===== src/rtl/dmsr_pkg.sv =====
`timescale 1ns / 1ps

package dmsr_pkg;

   localparam logic [1:0] MODE_TICK      = 2'd0;
   localparam logic [1:0] MODE_SET_LEFT  = 2'd1;
   localparam logic [1:0] MODE_SET_RIGHT = 2'd2;

   localparam logic REG_ACCEL = 1'b0;

   localparam int unsigned MAX_DUTY_DEFAULT = 255;

   // One millisecond tick per thousandth of a second.
   localparam logic [47:0] MS_PER_S = 48'd1000;

   // Step counts beyond the largest possible speed gap are capped.
   localparam logic [9:0]  STEP_CAP    = 10'd511;
   localparam logic [47:0] CAP_PRODUCT = 48'd511000;

   // Reciprocal of 1000 scaled by 2^29, exact for dividends below 2^19.
   localparam int unsigned RECIP_SHIFT = 29;
   localparam logic [19:0] RECIP_1000  = 20'd536871;

   typedef logic signed [8:0] speed_type;

endpackage


===== src/rtl/dual_motor_speed_ramp_core.sv =====
`timescale 1ns / 1ps

// Two-channel motor speed ramp with H-bridge drive outputs.
// Requests enter on the req_ channel: mode 0 is a time tick carrying a
// millisecond stamp, mode 1 and 2 set the left or right target speed.
// Every request yields exactly one response on the rsp_ channel with the
// direction line and PWM duty of each motor and both current speeds.
// The acceleration register is written through the APB-style port and
// must only be changed while the block is idle.
// A response becomes valid once its request has passed the request stage
// and the response register: the elapsed-time multiply is registered with
// the request, and the ramp step, made by a reciprocal multiply for the
// division by 1000, updates the speed state and loads the response register.
// One request can be accepted in every cycle unless both stages are full.
// If the receiver stalls, the response register holds its value and the
// request stage holds behind it; req_ready falls only when both are full.
// Synchronous reset clears the speeds, targets, time reference and
// acceleration register, and empties both stages.
module dual_motor_speed_ramp_core
   import dmsr_pkg::*;
#(
   parameter int unsigned MAX_DUTY = MAX_DUTY_DEFAULT
) (
   input  logic        clock,
   input  logic        reset,

   input  logic        req_valid,
   output logic        req_ready,
   input  logic [1:0]  req_mode,
   input  logic [31:0] req_now_ms,
   input  logic signed [8:0] req_target_value,

   output logic        rsp_valid,
   input  logic        rsp_ready,
   output logic        rsp_left_forward,
   output logic [7:0]  rsp_left_duty,
   output logic        rsp_right_forward,
   output logic [7:0]  rsp_right_duty,
   output logic signed [8:0] rsp_left_now,
   output logic signed [8:0] rsp_right_now,

   input  logic        psel,
   input  logic        penable,
   input  logic        pwrite,
   input  logic [2:0]  paddr,
   input  logic [31:0] pwdata,
   output logic [31:0] prdata,
   output logic        pready
);

   localparam logic signed [17:0] MAX_DUTY_S = 18'(MAX_DUTY);
   localparam speed_type SPEED_LIM = 9'((MAX_DUTY < 255) ? MAX_DUTY : 255);
   localparam speed_type SPEED_NEG = -SPEED_LIM;

   logic [15:0] accel_ff, accel_in;

   logic        s1_valid_ff, s1_valid_in;
   logic [1:0]  s1_mode_ff, s1_mode_in;
   logic [31:0] s1_now_ff, s1_now_in;
   speed_type   s1_target_ff, s1_target_in;
   logic [47:0] s1_prod_ff, s1_prod_in;

   speed_type   left_speed_ff, left_speed_in;
   speed_type   right_speed_ff, right_speed_in;
   speed_type   left_target_ff, left_target_in;
   speed_type   right_target_ff, right_target_in;
   logic [31:0] last_time_ff, last_time_in;
   logic        time_valid_ff, time_valid_in;

   logic        out_valid_ff, out_valid_in;
   speed_type   out_left_ff, out_left_in;
   speed_type   out_right_ff, out_right_in;

   logic        s1_adv;
   logic        req_take;
   logic        prod_nonzero;
   logic        prod_big;
   logic        tick_moves_ref;
   logic [31:0] last_eff;
   logic [31:0] elapsed;
   logic [38:0] recip_prod;
   logic [9:0]  steps;
   speed_type   left_ramp;
   speed_type   right_ramp;
   logic [8:0]  left_drive;
   logic [8:0]  right_drive;

   function automatic speed_type ramp(speed_type cur, speed_type tgt, logic [9:0] n);
      logic signed [10:0] c;
      logic signed [10:0] t;
      logic signed [10:0] d;
      logic signed [10:0] s;
      speed_type          r;
      c = {{2{cur[8]}}, cur};
      t = {{2{tgt[8]}}, tgt};
      d = t - c;
      s = {1'b0, n};
      r = cur;
      if (d > 11'sd0) begin
         r = (s <= d) ? 9'(c + s) : tgt;
      end else if (d < 11'sd0) begin
         r = (s <= -d) ? 9'(c - s) : tgt;
      end
      return r;
   endfunction

   function automatic logic [8:0] drive(speed_type spd);
      logic signed [17:0] s;
      logic signed [17:0] d;
      logic [7:0]         duty;
      s = {{9{spd[8]}}, spd};
      d = spd[8] ? -s : MAX_DUTY_S - s;
      if (d < 18'sd0) begin
         duty = 8'd0;
      end else if (d > 18'sd255) begin
         duty = 8'd255;
      end else begin
         duty = d[7:0];
      end
      return {~spd[8], duty};
   endfunction

   function automatic speed_type saturate(speed_type raw);
      speed_type v;
      v = raw;
      if (raw > SPEED_LIM) begin
         v = SPEED_LIM;
      end else if (raw < SPEED_NEG) begin
         v = SPEED_NEG;
      end
      return v;
   endfunction

   assign pready = 1'b1;
   assign prdata = (paddr[2] == REG_ACCEL) ? {16'd0, accel_ff} : 32'd0;

   assign s1_adv    = !out_valid_ff || rsp_ready;
   assign req_ready = !s1_valid_ff || s1_adv;
   assign req_take  = req_valid && req_ready;

   // Second stage: step count from the registered product.
   assign prod_nonzero = (s1_prod_ff >= MS_PER_S);
   assign prod_big     = (s1_prod_ff >= CAP_PRODUCT);
   assign recip_prod   = {20'd0, s1_prod_ff[18:0]} * {19'd0, RECIP_1000};
   assign steps        = prod_big ? STEP_CAP : recip_prod[RECIP_SHIFT +: 10];
   assign left_ramp    = ramp(left_speed_ff, left_target_ff, steps);
   assign right_ramp   = ramp(right_speed_ff, right_target_ff, steps);

   // A tick leaving the second stage in this cycle may move the time
   // reference, so the request entering now measures from that stamp.
   assign tick_moves_ref = s1_valid_ff && (s1_mode_ff == MODE_TICK)
                           && (!time_valid_ff || prod_nonzero);
   assign last_eff = tick_moves_ref ? s1_now_ff : last_time_ff;
   assign elapsed  = req_now_ms - last_eff;

   always_comb begin
      accel_in = accel_ff;
      if (psel && penable && pwrite && pready && (paddr[2] == REG_ACCEL)) begin
         accel_in = pwdata[15:0];
      end
   end

   always_comb begin
      s1_valid_in  = s1_valid_ff;
      s1_mode_in   = s1_mode_ff;
      s1_now_in    = s1_now_ff;
      s1_target_in = s1_target_ff;
      s1_prod_in   = s1_prod_ff;
      if (req_take) begin
         s1_valid_in  = 1'b1;
         s1_mode_in   = req_mode;
         s1_now_in    = req_now_ms;
         s1_target_in = saturate(req_target_value);
         s1_prod_in   = {16'd0, elapsed} * {32'd0, accel_ff};
      end else if (s1_adv) begin
         s1_valid_in = 1'b0;
      end
   end

   always_comb begin
      left_speed_in   = left_speed_ff;
      right_speed_in  = right_speed_ff;
      left_target_in  = left_target_ff;
      right_target_in = right_target_ff;
      last_time_in    = last_time_ff;
      time_valid_in   = time_valid_ff;
      if (s1_valid_ff && s1_adv) begin
         case (s1_mode_ff)
            MODE_TICK: begin
               if (!time_valid_ff) begin
                  last_time_in  = s1_now_ff;
                  time_valid_in = 1'b1;
               end else if (prod_nonzero) begin
                  left_speed_in  = left_ramp;
                  right_speed_in = right_ramp;
                  last_time_in   = s1_now_ff;
               end
            end
            MODE_SET_LEFT: begin
               left_target_in = s1_target_ff;
               if (accel_ff == 16'd0) begin
                  left_speed_in = s1_target_ff;
               end
            end
            MODE_SET_RIGHT: begin
               right_target_in = s1_target_ff;
               if (accel_ff == 16'd0) begin
                  right_speed_in = s1_target_ff;
               end
            end
            default: begin
            end
         endcase
      end
   end

   always_comb begin
      out_valid_in = out_valid_ff;
      out_left_in  = out_left_ff;
      out_right_in = out_right_ff;
      if (s1_adv) begin
         out_valid_in = s1_valid_ff;
         out_left_in  = left_speed_in;
         out_right_in = right_speed_in;
      end
   end

   always_ff @(posedge clock) begin
      if (reset) begin
         accel_ff        <= 16'd0;
         s1_valid_ff     <= 1'b0;
         left_speed_ff   <= '0;
         right_speed_ff  <= '0;
         left_target_ff  <= '0;
         right_target_ff <= '0;
         last_time_ff    <= 32'd0;
         time_valid_ff   <= 1'b0;
         out_valid_ff    <= 1'b0;
      end else begin
         accel_ff        <= accel_in;
         s1_valid_ff     <= s1_valid_in;
         left_speed_ff   <= left_speed_in;
         right_speed_ff  <= right_speed_in;
         left_target_ff  <= left_target_in;
         right_target_ff <= right_target_in;
         last_time_ff    <= last_time_in;
         time_valid_ff   <= time_valid_in;
         out_valid_ff    <= out_valid_in;
      end
   end

   always_ff @(posedge clock) begin
      s1_mode_ff   <= s1_mode_in;
      s1_now_ff    <= s1_now_in;
      s1_target_ff <= s1_target_in;
      s1_prod_ff   <= s1_prod_in;
      out_left_ff  <= out_left_in;
      out_right_ff <= out_right_in;
   end

   assign left_drive  = drive(out_left_ff);
   assign right_drive = drive(out_right_ff);

   assign rsp_valid         = out_valid_ff;
   assign rsp_left_forward  = left_drive[8];
   assign rsp_left_duty     = left_drive[7:0];
   assign rsp_right_forward = right_drive[8];
   assign rsp_right_duty    = right_drive[7:0];
   assign rsp_left_now      = out_left_ff;
   assign rsp_right_now     = out_right_ff;

`ifndef SYNTHESIS
   a_ready_only_when_full: assert property (@(posedge clock) disable iff (reset)
      !req_ready |-> (s1_valid_ff && out_valid_ff && !rsp_ready))
      else $error("request refused while a stage was free");

   a_speed_in_range: assert property (@(posedge clock) disable iff (reset)
      (left_speed_ff <= SPEED_LIM) && (left_speed_ff >= SPEED_NEG)
      && (right_speed_ff <= SPEED_LIM) && (right_speed_ff >= SPEED_NEG))
      else $error("speed outside the saturation range");

   a_immediate_left: assert property (@(posedge clock) disable iff (reset)
      (s1_valid_ff && s1_adv && (s1_mode_ff == MODE_SET_LEFT) && (accel_ff == 16'd0))
      |=> (left_speed_ff == left_target_ff))
      else $error("left target not applied at once with zero acceleration");

   a_ref_held_by_set: assert property (@(posedge clock) disable iff (reset)
      (s1_valid_ff && s1_adv && (s1_mode_ff != MODE_TICK)) |=> $stable(last_time_ff))
      else $error("time reference moved by a non-tick request");
`endif

endmodule

===== config.mk =====
export PLATFORM = sky130hd
export DESIGN_NAME = dual_motor_speed_ramp_core
export DESIGN_NICKNAME = d
export VERILOG_FILES = /design/src/rtl/dmsr_pkg.sv /design/src/rtl/dual_motor_speed_ramp_core.sv
export SDC_FILE = /design/constraint.sdc
export NUM_CORES = 2
export LEC_CHECK = 0
export CORE_ASPECT_RATIO = 2
export CORE_MARGIN = 1.5
export CORE_UTILIZATION = 50
export CTS_CLUSTER_DIAMETER = 30
export DETAILED_ROUTE_END_ITERATION = 10
export DONT_BUFFER_PORTS = 1
export SLEW_MARGIN = 0
export SYNTH_ARGS = -nofsm -noshare
export SYNTH_HDL_FRONTEND = slang
export SYNTH_SLANG_ARGS = --single-unit

===== constraint.sdc =====
create_clock -name clock -period 12.6 [get_ports clock]
set_input_delay 1.26 -clock clock [delete_from_list [all_inputs] [get_ports clock]]
set_output_delay 1.26 -clock clock [all_outputs]
set_load 0.01 [all_outputs]

* After elaboration in Yosys (flattened, before gate mapping)
Cells that the tools add are included.
** Operators by class
- Equality and inequality tests :: 3
- Add/subtract/negate cells :: 13
- Multiplexer cells :: 32
- Reduce and logical (&&, ||, !) cells :: 21
- $lt $le $gt $ge :: 16
- Bitwise operators :: 3
- Shift-type cells :: 0
- $mul :: 2
- Div/mod/pow operators :: 0
** Operators by type and width (count)
- $mux W9 :: 17
- $mux W32 :: 3
- $ge A48 B10 Y1 const B :: 1
- $ge A48 B19 Y1 const B :: 1
- $mul A32 B16 Y48 :: 1
- $mul A19 B20 Y39 const B :: 1
- $gt A18 B9 Y1 const B :: 2
- $lt A18 B1 Y1 const B :: 2
- $mux W18 :: 2
- $neg A9 Y18 :: 2
- $pmux W9 S2 :: 2
- $mux W8 :: 4
- $sub A32 B32 Y32 :: 1
- $le A11 B10 Y1 :: 2
- $le A11 B11 Y1 :: 2
- $neg A10 Y11 :: 2
- $gt A10 B1 Y1 const B :: 2
- $lt A10 B1 Y1 const B :: 2
- $sub A9 B9 Y10 :: 2
- $sub A9 B9 Y10 const A :: 2
- $add A9 B9 Y9 :: 2
- $sub A9 B9 Y9 :: 2
- $logic_not A16 Y1 :: 1
- $mux W16 :: 1
- other kinds (16) :: 31
** Word-level totals
- Memory bits (read-only) :: 0
- Memories :: 0
- Logic and storage cells :: 106
- Register bits after elaboration :: 196
- RAM bits :: 0
- Latch bits :: 0
- Output and inout bits :: 71

* Logic depth before layout (Yosys ltp)
- Depth in word-level cells :: 10
- Depth in mapped cells :: 44

* Worst setup path after synthesis
No wires, ideal clock.
- Path type :: register -> register
- Start :: reg s1_prod_ff[10]
- End :: reg s1_prod_ff[46], data pin
- Setup slack :: 1931 ps
- Clock period less this slack :: 10669 ps
- Setup time :: 258 ps
- Data arrival time :: 10412 ps
- Stages on the path, launching flop included :: 42
- Required time :: 12342 ps
- Path through :: edfxtp_1 inv_1 ha_1 nand4b_1 nor3_1 o21ai_0 o311ai_4 clkbuf_1 mux2_2 ha_1 fa_1 nand2b_1 a21boi_1 o21ai_0 a311oi_2 a41oi_1 a211o_1 and3b_1 (+6 left out) inv_1 fa_1 fa_1 inv_1 fa_1 inv_1 ha_1 clkbuf_1 nand3_1 nor2_1 nand2_1 o211ai_1 a31oi_1 o221ai_1 a21o_1 a41oi_1 o31a_1 xnor2_1
** Between the ends
- Cells in the longest elaborated chain, start to end :: 6
** Ends and longest elaborated chain
- start, declared :: RTL line dual_motor_speed_ramp_core.sv:61 : logic [47:0] s1_prod_ff, s1_prod_in;
- start signal, assigned :: RTL line dual_motor_speed_ramp_core.sv:256 : s1_prod_ff <= s1_prod_in;
- $ge A48 B10 Y1 :: RTL line dual_motor_speed_ramp_core.sv:142 : assign prod_nonzero = (s1_prod_ff >= MS_PER_S);
- $logic_or A1 B1 Y1 :: RTL line dual_motor_speed_ramp_core.sv:152 : && (!time_valid_ff || prod_nonzero);
- $logic_and A1 B1 Y1 :: RTL line dual_motor_speed_ramp_core.sv:152
- $mux W32 :: RTL line dual_motor_speed_ramp_core.sv:153 : assign last_eff = tick_moves_ref ? s1_now_ff : last_time_ff;
- $sub A32 B32 Y32 :: RTL line dual_motor_speed_ramp_core.sv:154 : assign elapsed = req_now_ms - last_eff;
- $mul A32 B16 Y48 :: RTL line dual_motor_speed_ramp_core.sv:174 : s1_prod_in = {16'd0, elapsed} * {32'd0, accel_ff};
Every way passes these cells.
A chain may end at the register's enable or synchronous reset.

* Final worst setup path
- Start :: reg s1_prod_ff[2]
- End :: reg s1_prod_ff[46], data pin
The elaborated chain is that of the path after synthesis.

==> out/metrics.cfg <==
[outcome]
status = complete, no violations

[global_route]
antenna_found_initial = 2
met3_usage_pct = 2.41
grt_util_met2_pct = 61.3
grt_pass1_vias = 29600
grt-ovfl-total = 0
grt_pass1_wl_um = 163000
grt_max_degree = 89
grt-busiest-layer = met2
track_usage_pct = 30.5
met1_usage_pct = 28.0

[clock_tree]
clk_pin_slew_ps = 80
clock_sinks = 196
cts_buffers = 17
cts_root_buf = clkbuf_16
cts_tree = built
cts_resized = 0
hold_buffers = 0
clock_latency_ps = 490
cts_buffer_depth = 2
postCtsSetupBuffers = 0
htreeDepth = 4

[placed_design]
port-buffer-count = 0
dp_hpwl_um = 84000
placedCellCount = 4761
gp_congestion = 0.943

[synthesis]
ys.warnings.count = 0
yosysUniqueCellTypes = 84
synthCells = 3928
synthXorXnorAreaFrac_pct = 3.24
yosys.area_share.simple_pct = 15.4
syn_area_mm2 = 0.0349
synth_edf_count = 109
seq_area_frac_synth_pct = 14.4
synth_fa_ha_area_share_pct = 44.3
synth_top_family_by_area = adder cells
ys_seq_elements = 196
yosys_most_used_dff = edfxtp_1
postSynthAreaPerCell_um2 = 8.88
synth_compound_area_share_pct = 11.0
muxShareOfSynthArea_pct = 1.76
synthArstFlopShare_pct = 0

[worst_setup_path]
worstSetupStartpointType = register
r2r-end = s1_prod_ff[46]
crit_family = compound AO/OA/AOI/OAI gates
r2r_slack_ps = 910
crit_slowest_cell = edfxtp_1
timing.rr.start = s1_prod_ff[2]
cp-end-kind = register
worstPathArrival_ps = 11920
reg2reg_depth = 42
cpPeakStageDelay_ps = 590
endpoint = s1_prod_ff[46]
cp-startpoint = s1_prod_ff[2]
worstPathMaxFanout = 16
crit_required_ps = 12840
crit_top_cell = fa_1
crit_type = reg -> reg
cp_num_cells = 42
cp_num_buf_inv = 7

[power]
ir_drop_uv = 133
p_leak_nw = 17.9
p_per_area_mw_per_mm2 = 115
netSwitchingFraction_pct = 49.2
power_frac_comb_pct = 67.2
power.total_mw = 4.23
internal-power_mw = 2.15
clkPwrFrac_pct = 14.2
p_switching_mw = 2.08
seqPwrFrac_pct = 18.6

[die]
dieWidth_um = 190
die_h_um = 376
core_region_area_mm2 = 0.0689
dieArea_mm2 = 0.0714
pin_count = 156
initial_core_util_pct = 50.6
row_count = 136

[routing]
wl_per_cell_um = 22.0
vias_per_cell = 5.70
ant_nets = 0
dr.pass1.iters = 5
dr_total_vias = 27300
wl_um = 106000
dr.first_iter.drc_count = 1248
drc = 0

[timing]
fin_crit_sh_pct = 92.7
rsz0062_at_grt = no
finalSetupTns_ps = 0
setup_violations = 0
worst_slew_pin_slew_ps = 1040
slew_headroom_pct = 29.2
hold_violations = 0
finalCriticalPeriod_ps = 11690
final_max_slew_viol_count = 0
fmax_mhz = 85.6
skew_ps = 21.1

[hold_path]
hold_depth = 2
worstHoldPathType = reg -> reg

[layout]
nets = 4900
drive_gt1_share_pct = 4.16
finalNonFillerCells = 4794
area_growth_pct = 5.16

[job]
cap_violations = 0

-- area by class of cell --
| type | count | area, um2 |
|---|---|---|
| clock buffers | 18 | 429 |
| well taps | 897 | 1120 |
| diodes | 1 | 2.50 |
| inverters | 733 | 2750 |
| clock inverters | 14 | 201 |
| repair buffers | 85 | 663 |
| flip-flops and latches | 196 | 5010 |
| fillers | 6566 | 32200 |
| multi-input cells | 2850 | 26500 |
-- per-stage QoR --
| step | cell area (um2) | setup WS (ps) | hold WS (ps) | utilization (%) |
|---|---|---|---|---|
| floorplan | 34900 | 1930 | 433 | - |
| global placement | 36000 | 1050 | 434 | 52.3 |
| detailed placement | 36000 | 1020 | 441 | 52.3 |
| CTS | 36700 | 938 | 451 | 53.2 |
| global route | 36700 | 235 | 470 | 53.2 |
| finish | 36700 | 915 | 449 | 53.2 |
-- layer usage --
metal  wire, um  up-vias  share of wire (%)
met4       8810        2                8.3
li1           -    12500                  -
met3       3220      385                3.1
met2      60300      810                 57
met1      33200    13600                 31
met5         10        -             0.0095
-- worst reg2reg max path, delay by kind of cell, from the launching register on --
kind,cells,cell delay (ps)
flops,1,590
fa+ha+maj,10,4290
mux,1,380
compound gates,19,4550
xor+xnor,2,250
buf+inv,7,1050
simple gates,3,340
-- power by group through the flow --
stage	Clock, mW	Combinational, mW	Sequential, mW
final	0.600	2.85	0.788
after global routing	0.627	3.21	0.794
after CTS	0.606	2.87	0.788
after detailed placement	0	2.85	0.802
after global placement	0	2.81	0.801
after floorplan	0	2.02	0.780
-- state kept, by name (all words and copies together), names as in the netlist, 16 cells and up --
| register | flops |
|---|---|
| s1_prod_ff | 48 |
| accel_ff | 16 |
| last_time_ff | 32 |
| s1_now_ff | 32 |
-- layout by cell type (no fill, tap or decap), types with 19 or more instances in the layout --
master / n
xnor2_1: 92
xor2_1: 36
and2_1: 173
a21o_1: 58
nor3_1: 32
nand2_1: 517
mux2i_1: 54
nand3_1: 54
dfxtp_1: 87
a21oi_1: 201
nand2b_1: 29
o21ai_0: 84
or2_2: 19
fa_1: 506
inv_1: 731
ha_1: 426
nor2_1: 118
nor2b_1: 79
nand4_1: 27
a31oi_1: 26
buf_4: 83
edfxtp_1: 109
-- worst min path at each step --
stage,slack (ps),startpoint,to
after global routing,470,last_time_ff[28],last_time_ff[28]
after CTS,450,last_time_ff[31],last_time_ff[31]
after detailed placement,440,accel_ff[14],accel_ff[14]
after floorplan,430,last_time_ff[0],last_time_ff[0]
after global placement,430,last_time_ff[1],last_time_ff[1]
final,450,last_time_ff[20],last_time_ff[20]
-- cell families (layout without fill, tap and decap cells) --
group | count (synthesis) | in the layout
flops | 196 | 196
xor+xnor | 129 | 129
other cells | 2 | 18
compound gates | 593 | 593
buf+inv | 897 | 850
mux | 60 | 60
fa+ha+maj | 932 | 932
simple gates | 1119 | 1119
-- cells in the mapped netlist (19+ instances only) --
library cell | n | area [um2]
inv_1 | 731 | 2740
nand2_1 | 517 | 1940
fa_1 | 506 | 10100
ha_1 | 426 | 5330
a21oi_1 | 202 | 1010
and2_1 | 174 | 1090
clkbuf_1 | 136 | 510
nor2_1 | 118 | 443
edfxtp_1 | 109 | 3270
xnor2_1 | 93 | 815
dfxtp_1 | 87 | 1740
o21ai_0 | 84 | 420
nor2b_1 | 79 | 494
a21o_1 | 58 | 435
mux2i_1 | 54 | 541
nand3_1 | 54 | 270
xor2_1 | 36 | 315
nor3_1 | 32 | 160
nand2b_1 | 29 | 181
nand4_1 | 27 | 169
a31oi_1 | 26 | 163
or2_2 | 19 | 119
Power figures use the tool's default switching activity.
